## config.mk

```make
export PLATFORM = sky130hd
export DESIGN_NAME = sorted_index_list_by_key
export DESIGN_NICKNAME = d
export VERILOG_FILES = /design/src/sil_pkg.sv /design/src/sil_ctrl.sv /design/src/sil_dp.sv /design/src/sorted_index_list_by_key.sv
export VERILOG_INCLUDE_DIRS = /design/src /design/src/src
export SDC_FILE = /design/constraint.sdc
export NUM_CORES = 2
export LEC_CHECK = 0
export BUFFER_PORTS_ARGS = -buffer_cell sky130_fd_sc_hd__buf_2
export CAP_MARGIN = 15
export CORE_ASPECT_RATIO = 1.75
export CORE_UTILIZATION = 34
export CTS_CLUSTER_DIAMETER = 80
export DETAILED_ROUTE_END_ITERATION = 16
export GPL_TIMING_DRIVEN = 0
export PLACE_DENSITY_LB_ADDON = 0.3
export REMOVE_ABC_BUFFERS = 1
export SYNTH_ARGS = -nofsm -noshare
export SYNTH_HDL_FRONTEND = slang
export SYNTH_SLANG_ARGS = --single-unit
```

## constraint.sdc

```tcl
create_clock -name i_clk -period 16.59 [get_ports i_clk]
set_input_delay 3.318 -clock i_clk [delete_from_list [all_inputs] [get_ports i_clk]]
set_output_delay 3.318 -clock i_clk [all_outputs]
set_load 0.02 [all_outputs]
```

## src/sorted_index_list_by_key_defines.svh

```systemverilog
// Assertion macros shared by the sorted index list files.
`ifndef SORTED_INDEX_LIST_BY_KEY_DEFINES_SVH
`define SORTED_INDEX_LIST_BY_KEY_DEFINES_SVH

// Checks that a condition in one cycle implies a condition in the next cycle.
`define SIL_ASSERT_NEXT(name, ante, cons, msg) \
    name: assert property (@(posedge i_clk) disable iff (!i_rst_n) (ante) |=> (cons)) \
        else $error(msg);

// Checks that a condition implies another condition in the same cycle.
`define SIL_ASSERT_NOW(name, ante, cons, msg) \
    name: assert property (@(posedge i_clk) disable iff (!i_rst_n) (ante) |-> (cons)) \
        else $error(msg);

`endif

```

## src/sil_pkg.sv

```systemverilog
// Shared codes, port widths and control structures of the sorted index list.
package sil_pkg;

    // Port widths fixed by the interface.
    localparam int MODE_W    = 2;
    localparam int IN_KEY_W  = 32;
    localparam int OUT_IDX_W = 6;
    localparam int OUT_KEY_W = 32;
    localparam int STS_W     = 2;

    // Request modes.
    localparam logic [MODE_W-1:0] MODE_ADD   = 2'd0;
    localparam logic [MODE_W-1:0] MODE_READ  = 2'd1;
    localparam logic [MODE_W-1:0] MODE_CLEAR = 2'd2;

    // Result status codes.
    localparam logic [STS_W-1:0] STS_OK    = 2'd0;
    localparam logic [STS_W-1:0] STS_FULL  = 2'd1;
    localparam logic [STS_W-1:0] STS_EMPTY = 2'd2;

    // Commands from the controller to the datapath.
    typedef struct packed {
        logic             clear_cnt;   // empty the list
        logic             start_add;   // latch key, set insert pointer, read last entry
        logic             shift_step;  // move one entry up, read the next lower one
        logic             place;       // write the new node and present its result
        logic             resp;        // present a full or empty status result
        logic [STS_W-1:0] resp_status; // status code used by resp
        logic             rd_start;    // reset the read stream pointers
        logic             rd_run;      // stream entries to the output
    } t_dp_cmd;

    // Status from the datapath to the controller.
    typedef struct packed {
        logic cnt_zero;  // list is empty
        logic full;      // list holds CAPACITY entries
        logic greater;   // entry just read has a larger key than the new one
        logic pos_one;   // insert pointer is at position one
        logic out_free;  // output register can take a result this cycle
        logic rd_fin;    // final entry of a read is loaded this cycle
    } t_dp_sts;

endpackage

```

## src/sil_ctrl.sv

```systemverilog
// Controller state machine of the sorted index list.
module sil_ctrl
    import sil_pkg::*;
(
    input  logic              i_clk,
    input  logic              i_rst_n,
    input  logic              i_valid,
    input  logic [MODE_W-1:0] i_mode,
    output logic              o_stall,
    input  t_dp_sts           i_sts,
    output t_dp_cmd           o_cmd
);

    localparam logic [2:0] S_IDLE  = 3'd0;
    localparam logic [2:0] S_SHIFT = 3'd1;
    localparam logic [2:0] S_PLACE = 3'd2;
    localparam logic [2:0] S_RESP  = 3'd3;
    localparam logic [2:0] S_READ  = 3'd4;

    logic [2:0]       r_state;
    logic [2:0]       n_state;
    logic [STS_W-1:0] r_resp_sts;
    logic [STS_W-1:0] n_resp_sts;

    // Requests are taken only while no earlier request is in progress.
    assign o_stall = (r_state != S_IDLE);

    // Next state and command decode.
    always_comb begin
        n_state    = r_state;
        n_resp_sts = r_resp_sts;
        o_cmd      = '0;
        o_cmd.resp_status = r_resp_sts;
        unique case (r_state)
            S_IDLE: begin
                if (i_valid) begin
                    unique case (i_mode)
                        MODE_ADD: begin
                            if (i_sts.full) begin
                                n_resp_sts = STS_FULL;
                                n_state    = S_RESP;
                            end else begin
                                o_cmd.start_add = 1'b1;
                                n_state = i_sts.cnt_zero ? S_PLACE : S_SHIFT;
                            end
                        end
                        MODE_READ: begin
                            if (i_sts.cnt_zero) begin
                                n_resp_sts = STS_EMPTY;
                                n_state    = S_RESP;
                            end else begin
                                o_cmd.rd_start = 1'b1;
                                n_state        = S_READ;
                            end
                        end
                        MODE_CLEAR: begin
                            o_cmd.clear_cnt = 1'b1;
                        end
                        default: begin
                        end
                    endcase
                end
            end
            S_SHIFT: begin
                // Move larger keys up until the insert place is found.
                if (i_sts.greater) begin
                    o_cmd.shift_step = 1'b1;
                    if (i_sts.pos_one) begin
                        n_state = S_PLACE;
                    end
                end else begin
                    n_state = S_PLACE;
                end
            end
            S_PLACE: begin
                if (i_sts.out_free) begin
                    o_cmd.place = 1'b1;
                    n_state     = S_IDLE;
                end
            end
            S_RESP: begin
                if (i_sts.out_free) begin
                    o_cmd.resp = 1'b1;
                    n_state    = S_IDLE;
                end
            end
            S_READ: begin
                o_cmd.rd_run = 1'b1;
                if (i_sts.rd_fin) begin
                    n_state = S_IDLE;
                end
            end
            default: begin
                n_state = S_IDLE;
            end
        endcase
    end

    // State registers.
    always_ff @(posedge i_clk) begin
        if (!i_rst_n) begin
            r_state    <= S_IDLE;
            r_resp_sts <= STS_OK;
        end else begin
            r_state    <= n_state;
            r_resp_sts <= n_resp_sts;
        end
    end

endmodule

```

## src/sil_dp.sv

```systemverilog
// Datapath of the sorted index list: entry memory, pointers and result register.
module sil_dp
    import sil_pkg::*;
#(
    parameter int CAPACITY = 64,
    parameter int KEY_BITS = 32
) (
    input  logic                 i_clk,
    input  logic                 i_rst_n,
    input  logic [IN_KEY_W-1:0]  i_key,
    input  logic                 i_stall,
    output logic                 o_valid,
    output logic [OUT_IDX_W-1:0] o_node_index,
    output logic [OUT_KEY_W-1:0] o_node_key,
    output logic [OUT_IDX_W-1:0] o_rank,
    output logic                 o_last,
    output logic [STS_W-1:0]     o_status,
    input  t_dp_cmd              i_cmd,
    output t_dp_sts              o_sts
);

    localparam int AW = (CAPACITY > 1) ? $clog2(CAPACITY) : 1;
    localparam int CW = $clog2(CAPACITY + 1);

    // Entry memory: node indices and keys in ascending key order.
    logic [AW-1:0]       mem_idx [CAPACITY];
    logic [KEY_BITS-1:0] mem_key [CAPACITY];

    logic [CW-1:0]       r_count;
    logic [AW-1:0]       r_pos;
    logic [KEY_BITS-1:0] r_key;
    logic [AW-1:0]       r_rd_idx;
    logic [KEY_BITS-1:0] r_rd_key;
    logic [CW-1:0]       r_rptr;
    logic [AW-1:0]       r_rank_rd;
    logic                r_pend;

    logic                r_out_valid;
    logic [OUT_IDX_W-1:0] r_out_idx;
    logic [OUT_KEY_W-1:0] r_out_key;
    logic [OUT_IDX_W-1:0] r_out_rank;
    logic                r_out_last;
    logic [STS_W-1:0]    r_out_sts;

    logic                out_free;
    logic                rd_load;
    logic                rd_issue;
    logic                rd_last;
    logic                rd_en;
    logic [AW-1:0]       rd_addr;
    logic                wr_en;
    logic [AW-1:0]       wr_idx;
    logic [KEY_BITS-1:0] wr_key;

    assign out_free = !r_out_valid || !i_stall;

    // Read streaming: one entry moves from the memory register to the output per cycle while the output is not stalled.
    assign rd_last  = (r_rank_rd == AW'(r_count - CW'(1)));
    assign rd_load  = i_cmd.rd_run && r_pend && out_free;
    assign rd_issue = i_cmd.rd_run && (r_rptr != r_count) && (!r_pend || rd_load);

    // Memory read port address select.
    always_comb begin
        rd_en   = i_cmd.start_add || i_cmd.shift_step || rd_issue;
        rd_addr = r_rptr[AW-1:0];
        if (i_cmd.start_add) begin
            rd_addr = AW'(r_count - CW'(1));
        end else if (i_cmd.shift_step) begin
            rd_addr = r_pos - AW'(2);
        end
    end

    // Memory write port: either a shifted entry or the new node.
    assign wr_en  = i_cmd.shift_step || i_cmd.place;
    assign wr_idx = i_cmd.shift_step ? r_rd_idx : r_count[AW-1:0];
    assign wr_key = i_cmd.shift_step ? r_rd_key : r_key;

    always_ff @(posedge i_clk) begin
        if (wr_en) begin
            mem_idx[r_pos] <= wr_idx;
            mem_key[r_pos] <= wr_key;
        end
        if (rd_en) begin
            r_rd_idx <= mem_idx[rd_addr];
            r_rd_key <= mem_key[rd_addr];
        end
    end

    // Key and insert pointer of the node being added, and rank of the entry read for streaming.
    always_ff @(posedge i_clk) begin
        if (i_cmd.start_add) begin
            r_key <= KEY_BITS'(i_key);
            r_pos <= r_count[AW-1:0];
        end else if (i_cmd.shift_step) begin
            r_pos <= r_pos - AW'(1);
        end
        if (rd_issue) begin
            r_rank_rd <= r_rptr[AW-1:0];
        end
    end

    // Entry count and read stream control.
    always_ff @(posedge i_clk) begin
        if (!i_rst_n) begin
            r_count <= '0;
            r_rptr  <= '0;
            r_pend  <= 1'b0;
        end else begin
            if (i_cmd.clear_cnt) begin
                r_count <= '0;
            end else if (i_cmd.place) begin
                r_count <= r_count + CW'(1);
            end
            if (i_cmd.rd_start) begin
                r_rptr <= '0;
                r_pend <= 1'b0;
            end else begin
                if (rd_issue) begin
                    r_rptr <= r_rptr + CW'(1);
                end
                if (rd_issue) begin
                    r_pend <= 1'b1;
                end else if (rd_load) begin
                    r_pend <= 1'b0;
                end
            end
        end
    end

    // Output register valid flag.
    always_ff @(posedge i_clk) begin
        if (!i_rst_n) begin
            r_out_valid <= 1'b0;
        end else if (i_cmd.place || i_cmd.resp || rd_load) begin
            r_out_valid <= 1'b1;
        end else if (!i_stall) begin
            r_out_valid <= 1'b0;
        end
    end

    // Output register payload.
    always_ff @(posedge i_clk) begin
        if (i_cmd.place) begin
            r_out_idx  <= OUT_IDX_W'(r_count[AW-1:0]);
            r_out_key  <= OUT_KEY_W'(r_key);
            r_out_rank <= OUT_IDX_W'(r_pos);
            r_out_last <= 1'b1;
            r_out_sts  <= STS_OK;
        end else if (i_cmd.resp) begin
            r_out_idx  <= '0;
            r_out_key  <= '0;
            r_out_rank <= '0;
            r_out_last <= 1'b1;
            r_out_sts  <= i_cmd.resp_status;
        end else if (rd_load) begin
            r_out_idx  <= OUT_IDX_W'(r_rd_idx);
            r_out_key  <= OUT_KEY_W'(r_rd_key);
            r_out_rank <= OUT_IDX_W'(r_rank_rd);
            r_out_last <= rd_last;
            r_out_sts  <= STS_OK;
        end
    end

    assign o_valid      = r_out_valid;
    assign o_node_index = r_out_idx;
    assign o_node_key   = r_out_key;
    assign o_rank       = r_out_rank;
    assign o_last       = r_out_last;
    assign o_status     = r_out_sts;

    // Status toward the controller.
    always_comb begin
        o_sts          = '0;
        o_sts.cnt_zero = (r_count == '0);
        o_sts.full     = (r_count == CW'(CAPACITY));
        o_sts.greater  = (r_rd_key > r_key);
        o_sts.pos_one  = (r_pos == AW'(1));
        o_sts.out_free = out_free;
        o_sts.rd_fin   = rd_load && rd_last;
    end

endmodule

```

## src/sorted_index_list_by_key.sv

```systemverilog
// Top level of the sorted index list keyed by path cost.
//
// Usage: a request carries i_mode and i_key on i_valid; the block pushes back with
// o_stall while a request is in progress. Mode add places a new node, which takes
// the next free index, after all entries with an equal or smaller key and returns
// one result with its index, key and rank, or status full when CAPACITY nodes are
// held. Mode read streams every entry in ascending key order with o_last on the
// final one, or one empty-status result. Mode clear empties the list with no result.
// Results leave on o_valid and are held unchanged while i_stall is high.
// Operation: an add reads the last entry, then moves each held entry with a larger
// key up one place, one entry per cycle through the single write port of the entry
// memory, then writes the new node and presents its result; with an empty list it
// writes at once. A full or empty status result waits for a free output register.
// A read streams one entry per cycle while the receiver does not stall, set by the
// one memory read port. A clear leaves the block ready in the next cycle. A stalled
// receiver stops the read stream and holds the add result; the next request is
// taken once the final result of a request sits in the output register.
// Reset empties the list and the output register; entry memory is not cleared.
`include "sorted_index_list_by_key_defines.svh"

module sorted_index_list_by_key
    import sil_pkg::*;
#(
    parameter int CAPACITY = 64,
    parameter int KEY_BITS = 32
) (
    input  logic                 i_clk,
    input  logic                 i_rst_n,
    input  logic                 i_valid,
    output logic                 o_stall,
    input  logic [MODE_W-1:0]    i_mode,
    input  logic [IN_KEY_W-1:0]  i_key,
    output logic                 o_valid,
    input  logic                 i_stall,
    output logic [OUT_IDX_W-1:0] o_node_index,
    output logic [OUT_KEY_W-1:0] o_node_key,
    output logic [OUT_IDX_W-1:0] o_rank,
    output logic                 o_last,
    output logic [STS_W-1:0]     o_status
);

    t_dp_cmd cmd;
    t_dp_sts sts;

    // Controller.
    sil_ctrl u_ctrl (
        .i_clk   (i_clk),
        .i_rst_n (i_rst_n),
        .i_valid (i_valid),
        .i_mode  (i_mode),
        .o_stall (o_stall),
        .i_sts   (sts),
        .o_cmd   (cmd)
    );

    // Datapath.
    sil_dp #(
        .CAPACITY (CAPACITY),
        .KEY_BITS (KEY_BITS)
    ) u_dp (
        .i_clk        (i_clk),
        .i_rst_n      (i_rst_n),
        .i_key        (i_key),
        .i_stall      (i_stall),
        .o_valid      (o_valid),
        .o_node_index (o_node_index),
        .o_node_key   (o_node_key),
        .o_rank       (o_rank),
        .o_last       (o_last),
        .o_status     (o_status),
        .i_cmd        (cmd),
        .o_sts        (sts)
    );

    // A clear leaves the block ready in the next cycle.
    `SIL_ASSERT_NEXT(a_clear_one_cycle, i_valid && !o_stall && i_mode == MODE_CLEAR, !o_stall, "clear request did not complete in one cycle")

    // Add and read requests always keep the block busy in the next cycle.
    `SIL_ASSERT_NEXT(a_add_read_busy, i_valid && !o_stall && (i_mode == MODE_ADD || i_mode == MODE_READ), o_stall, "add or read request did not hold off the next request")

    // Full and empty results are single results with zero index and rank.
    `SIL_ASSERT_NOW(a_error_result_form, o_valid && o_status != STS_OK, o_last && o_rank == '0 && o_node_index == '0 && o_node_key == '0, "status result with unexpected payload")

endmodule
```

=== Yosys cells after proc, flatten, opt, wreduce, memory -nomap -nowiden ===
Memory sizes are Yosys's and may differ from the RTL's. A register that Yosys moved wholly into a read port is not among the register bits.
Index checks and enable logic that the tools add are counted.
Widths: inputs -> output; s select.

* Add/sub/neg operators: 5
* Magnitude comparators: 1
* Equality and inequality tests: 18
* Muxes and demuxes: 51
* Bitwise operators: 1
* Reductions and logical operators: 30

{| class="wikitable"
|+ Operator list
! kind !! number
|-
| $mux 32 || 4
|-
| $mux 6 || 11
|-
| $gt 32x32->1 || 1
|-
| $mux 3 || 7
|-
| $mux 1 || 19
|-
| $add 7x1->7 const B || 2
|-
| $mux 2 || 7
|-
| $pmux 3 s4 || 1
|-
| $sub 6x1->6 const B || 2
|-
| $reduce_and 5->1 || 2
|-
| $reduce_bool 2->1 || 4
|-
| $reduce_or 2->1 || 4
|-
| $eq 7x7->1 const B || 1
|-
| $logic_not 7->1 || 1
|-
| $logic_or 1x1->1 || 7
|-
| $ne 7x7->1 || 1
|-
| $eq 3x2->1 const B || 2
|-
| $eq 6x1->1 const B || 1
|-
| $eq 6x6->1 || 1
|-
| $ne 2x1->1 const B || 3
|-
| $ne 2x2->1 const B || 3
|-
| $ne 3x3->1 const B || 2
|-
| $pmux 3 s2 || 1
|-
| $reduce_bool 3->1 || 2
|-
| 11 further kinds || 17
|}

* Register bits: 112
* Memory bits (writable): 2432
* Input bits: 38
* Memories: 2

{| class="wikitable"
|+ Memory list
! memory !! depth !! bits a word !! rd ports !! clocked after Yosys merged registers in !! write ports !! line !! source
|-
| u_dp.mem_key || 64 || 32 || 1 || 1 || 1 || sil_dp.sv:27 || <nowiki>logic [KEY_BITS-1:0] mem_key [CAPACITY];</nowiki>
|-
| u_dp.mem_idx || 64 || 6 || 1 || 1 || 1 || sil_dp.sv:26 || <nowiki>logic [AW-1:0] mem_idx [CAPACITY];</nowiki>
|}

=== Depth between registers and ports, before layout ===
* Depth in word-level cells: 7
* Depth in mapped cells: 20
* Gate-level depth less buffers: 13

=== Cells and area by module ===
Synthesis repeated with hierarchy kept, for this count alone.

* Cells, all modules: 5147
* Area, all modules: 100725.4 sq um

{| class="wikitable"
|+ Modules (own cells, without submodules)
! module !! times used !! cells each !! area an instance (sq um)
|-
| sil_dp || 1 || 5106 || 100350.0
|-
| sil_ctrl || 1 || 41 || 375.4
|}

=== Least setup slack after synthesis ===
Ideal clock, no wire load.

* Path type: input-to-reg
* Start point: input i_valid
* End point: register u_dp.r_rd_idx[0], read port of u_dp.mem_idx (data pin)
* Arrival time: 6.556 ns
* Slack: 9.896 ns
* Cell stages on the path: 13
* Cells stage by stage: nand2_1 a2111o_1 buf_2 inv_2 buf_6 clkbuf_1 a221o_1 nand3_1 clkbuf_1 a221oi_1 o21ai_0 and4_1 nand4_1

{| class="wikitable"
|+ RTL lines
! element !! line !! source
|-
| from (decl) || sorted_index_list_by_key.sv:29 || <nowiki>input logic i_valid,</nowiki>
|-
| to (decl) || sil_dp.sv:32 || <nowiki>logic [AW-1:0] r_rd_idx;</nowiki>
|}

=== Worst setup path after layout ===
* Start point: input i_valid
* End point: register u_dp.r_rd_key[16], read port of u_dp.mem_key (data pin)

* Longest elaborated chain between the ends: 4
* Elaborated cells between the ends (all ways): 5
* Those cells by class: mux: 3; reduce/logical: 2

{| class="wikitable"
|+ Ends and longest elaborated chain
! element !! line !! source
|-
| $mux 2 * || sil_ctrl.sv:36 || <nowiki>if (i_valid) begin</nowiki>
|-
| $mux 2 * || sil_ctrl.sv:34 || <nowiki>unique case (r_state)</nowiki>
|-
| $logic_or 1x1->1 (2 in a row) || sil_dp.sv:64 || <nowiki>rd_en = i_cmd.start_add || i_cmd.shift_step || rd_issue;</nowiki>
|-
| to (decl) || sil_dp.sv:33 || <nowiki>logic [KEY_BITS-1:0] r_rd_key;</nowiki>
|}

Mark *: on every way between the ends. The rest lies on a longest branch, timed or not.
A chain may end at the register's enable or synchronous reset.

==> metrics <==
DRT Pass-1 Iters=7; die area=302,400 sq um; Slew @ Worst Pin=1.113 ns; Crit Path Category=input port to register; GR Util All Layers=20.38%; Async S/R FF share, synth=0%; worst skew pair latency=0.91 ns; largest net degree at the start of global routing=134; CP required=17.21 ns; initial antenna violation count=14; ys flop type=edfxtp_1; Tmin final=9.589 ns; Levels on crit path=17; cell count of the worst reg-to-reg path=18; Clk pin slew, worst setup/hold paths=0.07 ns; final core utilization=39.99%; Buf+Inv Stages, Crit Path=7; drc violations=0; Synth Instances=6,879; critical path cell sequence=buf_2 > nand2_1 > a2111o_1 > inv_2 > buf_12 > nand2_1 > nand4_1 > and2_4 > buf_16 > buf_16 > buf_16 > nor3_1 > buf_2 > a32oi_1 > nand4_1 > a211oi_1 > o31a_1; core box area=298,100 sq um; max incr delay on CP=0.86 ns; relative slew slack=23.88%; Leak=38.56 nW; port buffer count=86; share of post-route cells with drive strength above 1=11.65%; Starting Density=34.23%; 1st-iter DRT viols=6,640; sequential fraction of the synthesis area=75.75%; row cnt=265; worst-case clock buffer depth=4; Yosys reg bits=2,582; number of global-route vias before repair=61,323; outcome=finished clean; Crit path max-delay family=compound AO/OA/AOI/OAI gates; chip width=416.1 microns; Crit. End Element=register; first-pass GRT wire length=446.3 mm; vias per inst=5.621; number of flops mapped to enable cells by yosys=2,558; RSZ-0062 raised after global routing=false; final hold slack=0.4568 ns; worst slack at placement=6.164 ns; total congestion overflow=0; Startpoint Class=input port; Layout area overhead=16.82%; root buf cell=clkbuf_16; Max Slew Vio Count=0; Final period util=57.80%; Hold Vio Cnt, Final=0; Overall Power=15.80 mW; HP Class=register to register; Setup Fix Bufs, Post-CTS=0; post-route ant nets=0; critical path arrival=10.21 ns; Worst path most repeated cell=buf_16; post-layout worst setup margin=7.001 ns; syn_area_per_cell=14.83 sq um; CTS Hold Bufs=0; slowest CP cell=and2_4; CTS Buf Count=222; Final Cell Area=119,200 sq um; final WL=316.9 mm; Clock Sinks=2,582; post-synthesis cell area=102,000 sq um; Synth cell types=77; H-tree levels=4; Placed Area=112,200 sq um; Nets=7,108; peak fanout along the critical path=60; CTS tree=built; Final Setup Violations=0; Post-CTS Resized=0; hpwl dp=200.0 mm; pwr dens=132.6 nW/um^2; GP Congestion=0.7988; synth warn=0; vias=62,251; Die H=726.7 microns; WHS Path Cells=2; Wirelength per Cell=28.61 microns; maximum vdd drop=0.08792 mV; max cap viols=0; fmax=104.3 MHz; # IOs=87; Fin Clk Skew=0.07168 ns
area by class of cell:
| class | count | area, sq um |
|---|---|---|
| Clock buffer | 267 | 5767 |
| Tap cell | 3871 | 4843 |
| Multi-Input combinational cell | 3817 | 23560 |
| Fill cell | 26565 | 178900 |
| Timing Repair Buffer | 361 | 6297 |
| Clock inverter | 129 | 1254 |
| Antenna cell | 4 | 10.01 |
| Inverter | 44 | 165.2 |
| Sequential cell | 2582 | 77300 |
routing by layer:
layer / up-vias / share of wire [%] / routed length (microns) / global-route usage, %
met4: 8 / 5.5 / 17570 / 10.14
met5: - / 0.017 / 53 / 0
met3: 770 / 6.5 / 20550 / 2.390
met2: 2703 / 51 / 163100 / 36.67
met1: 32064 / 36 / 115600 / 23.85
li1: 26706 / - / - / -
synth_stat cells, types with 6 or more instances:
master     instances  share of area [%]
a22oi_1           10              0.074
o2111ai_1         30               0.26
nand4_1           83               0.51
buf_2            146               0.72
ha_1              42               0.52
and4_1            23               0.20
o21ai_0          124               0.61
a41oi_1            7              0.060
inv_1             43               0.16
a211oi_1          86               0.63
a31oi_1          186                1.1
mux2i_1          439                4.3
a211o_1            7              0.060
o31ai_1           80               0.59
a311oi_1           6              0.052
nand2b_1           8              0.049
edfxtp_1        2558                 75
nand2_1         1537                5.7
nand3b_1           6              0.044
a21oi_1          178               0.87
nor4_1             8              0.049
dfxtp_1           24               0.47
nor2_1           115               0.42
a32oi_1          156                1.3
xnor2_1           17               0.15
clkbuf_1         178               0.65
and3_1           155               0.95
nand3_1          246                1.2
a22o_1             9              0.077
nor3_1            13              0.064
a21o_1            13              0.096
a221oi_1         113               0.97
o22ai_1            8              0.049
buf_6             13               0.14
o211ai_1           6              0.044
xor2_1            21               0.18
a221o_1            6              0.059
buf_1             48               0.18
buf_4             51               0.38
layout by cell type, fill, tap and decap left out, types with 23 or more instances in the layout:
master,instances
nor2_4,73
dfxtp_1,23
nand2_1,1527
buf_16,72
a221oi_1,113
clkbuf_1,43
o21ai_0,90
a211oi_1,86
buf_12,181
o21ai_4,34
o31ai_1,79
edfxtp_1,2558
a31oi_1,186
a21oi_1,178
inv_1,43
and4_1,23
clkinv_2,46
clkbuf_16,224
and3_1,153
clkinv_1,39
o2111ai_1,30
nand4_1,83
a32oi_1,156
ha_1,42
nor2_1,44
mux2i_1,439
nand3_1,242
buf_2,88
flip-flops by register name, summed over array words and instances, names as in the netlist, 7 cells and up:
| signal | flops |
|---|---|
| u_dp.r_count | 7 |
| u_dp.mem_idx | 384 |
| u_dp.o_node_key | 32 |
| u_dp.r_key | 32 |
| u_dp.r_rd_key | 32 |
| u_dp.r_rptr | 7 |
| u_dp.mem_key | 2048 |
per-stage QoR:
| stage | instances | TNS, ns |
|---|---|---|
| 2_1_floorplan | 6443 | -766.07 |
| 3_3_place_gp | 10400 | -4366.18 |
| 3_5_place_dp | 10674 | 0 |
| 4_1_cts | 11070 | 0 |
| 5_1_grt | 11074 | 0 |
| 6_report | 11075 | 0 |
final timing paths:
check                             endpoint                         startpoint  slack [ns]
max            u_dp.r_rd_key[16]$_DFFE_PP_                            i_valid        7.00
min          u_dp.o_status[1]$_SDFFE_PP0P_  u_ctrl.r_resp_sts[1]$_SDFFE_PN0P_        0.46
max reg2reg    u_dp.r_rd_key[16]$_DFFE_PP_       u_dp.r_count[0]$_SDFFE_PP0P_        8.07
min reg2reg  u_dp.o_status[1]$_SDFFE_PP0P_  u_ctrl.r_resp_sts[1]$_SDFFE_PN0P_        0.46
tightest hold or removal path, cell delays in order (launching register included):
cell	delay (ns)
dfxtp_1	0.32
nand2_1	0.05
o21ai_0	0.06
logic make-up after synthesis:
logic type               share of synthesized area (%)
AO/OA/AOI/OAI                                    7.385
buffers and inverters                            2.228
XOR/XNOR                                        0.3262
multiplexers                                     4.351
flip-flops                                       75.75
adder cells (fa/ha/maj)                         0.5150
AND/OR/NAND/NOR                                  9.441
power breakdown:
| group | internal, mW | switching [mW] | total [mW] | leakage (nW) |
|---|---|---|---|---|
| logic | 0.914 | 2.13 | 3.04 | 11.6 |
| registers | 7.50 | 0.0799 | 7.58 | 23.5 |
| clock network | 2.82 | 2.36 | 5.18 | 3.44 |
| total | 11.2 | 4.57 | 15.8 | 38.6 |
Note: power is estimated with default switching activity, not from simulation.
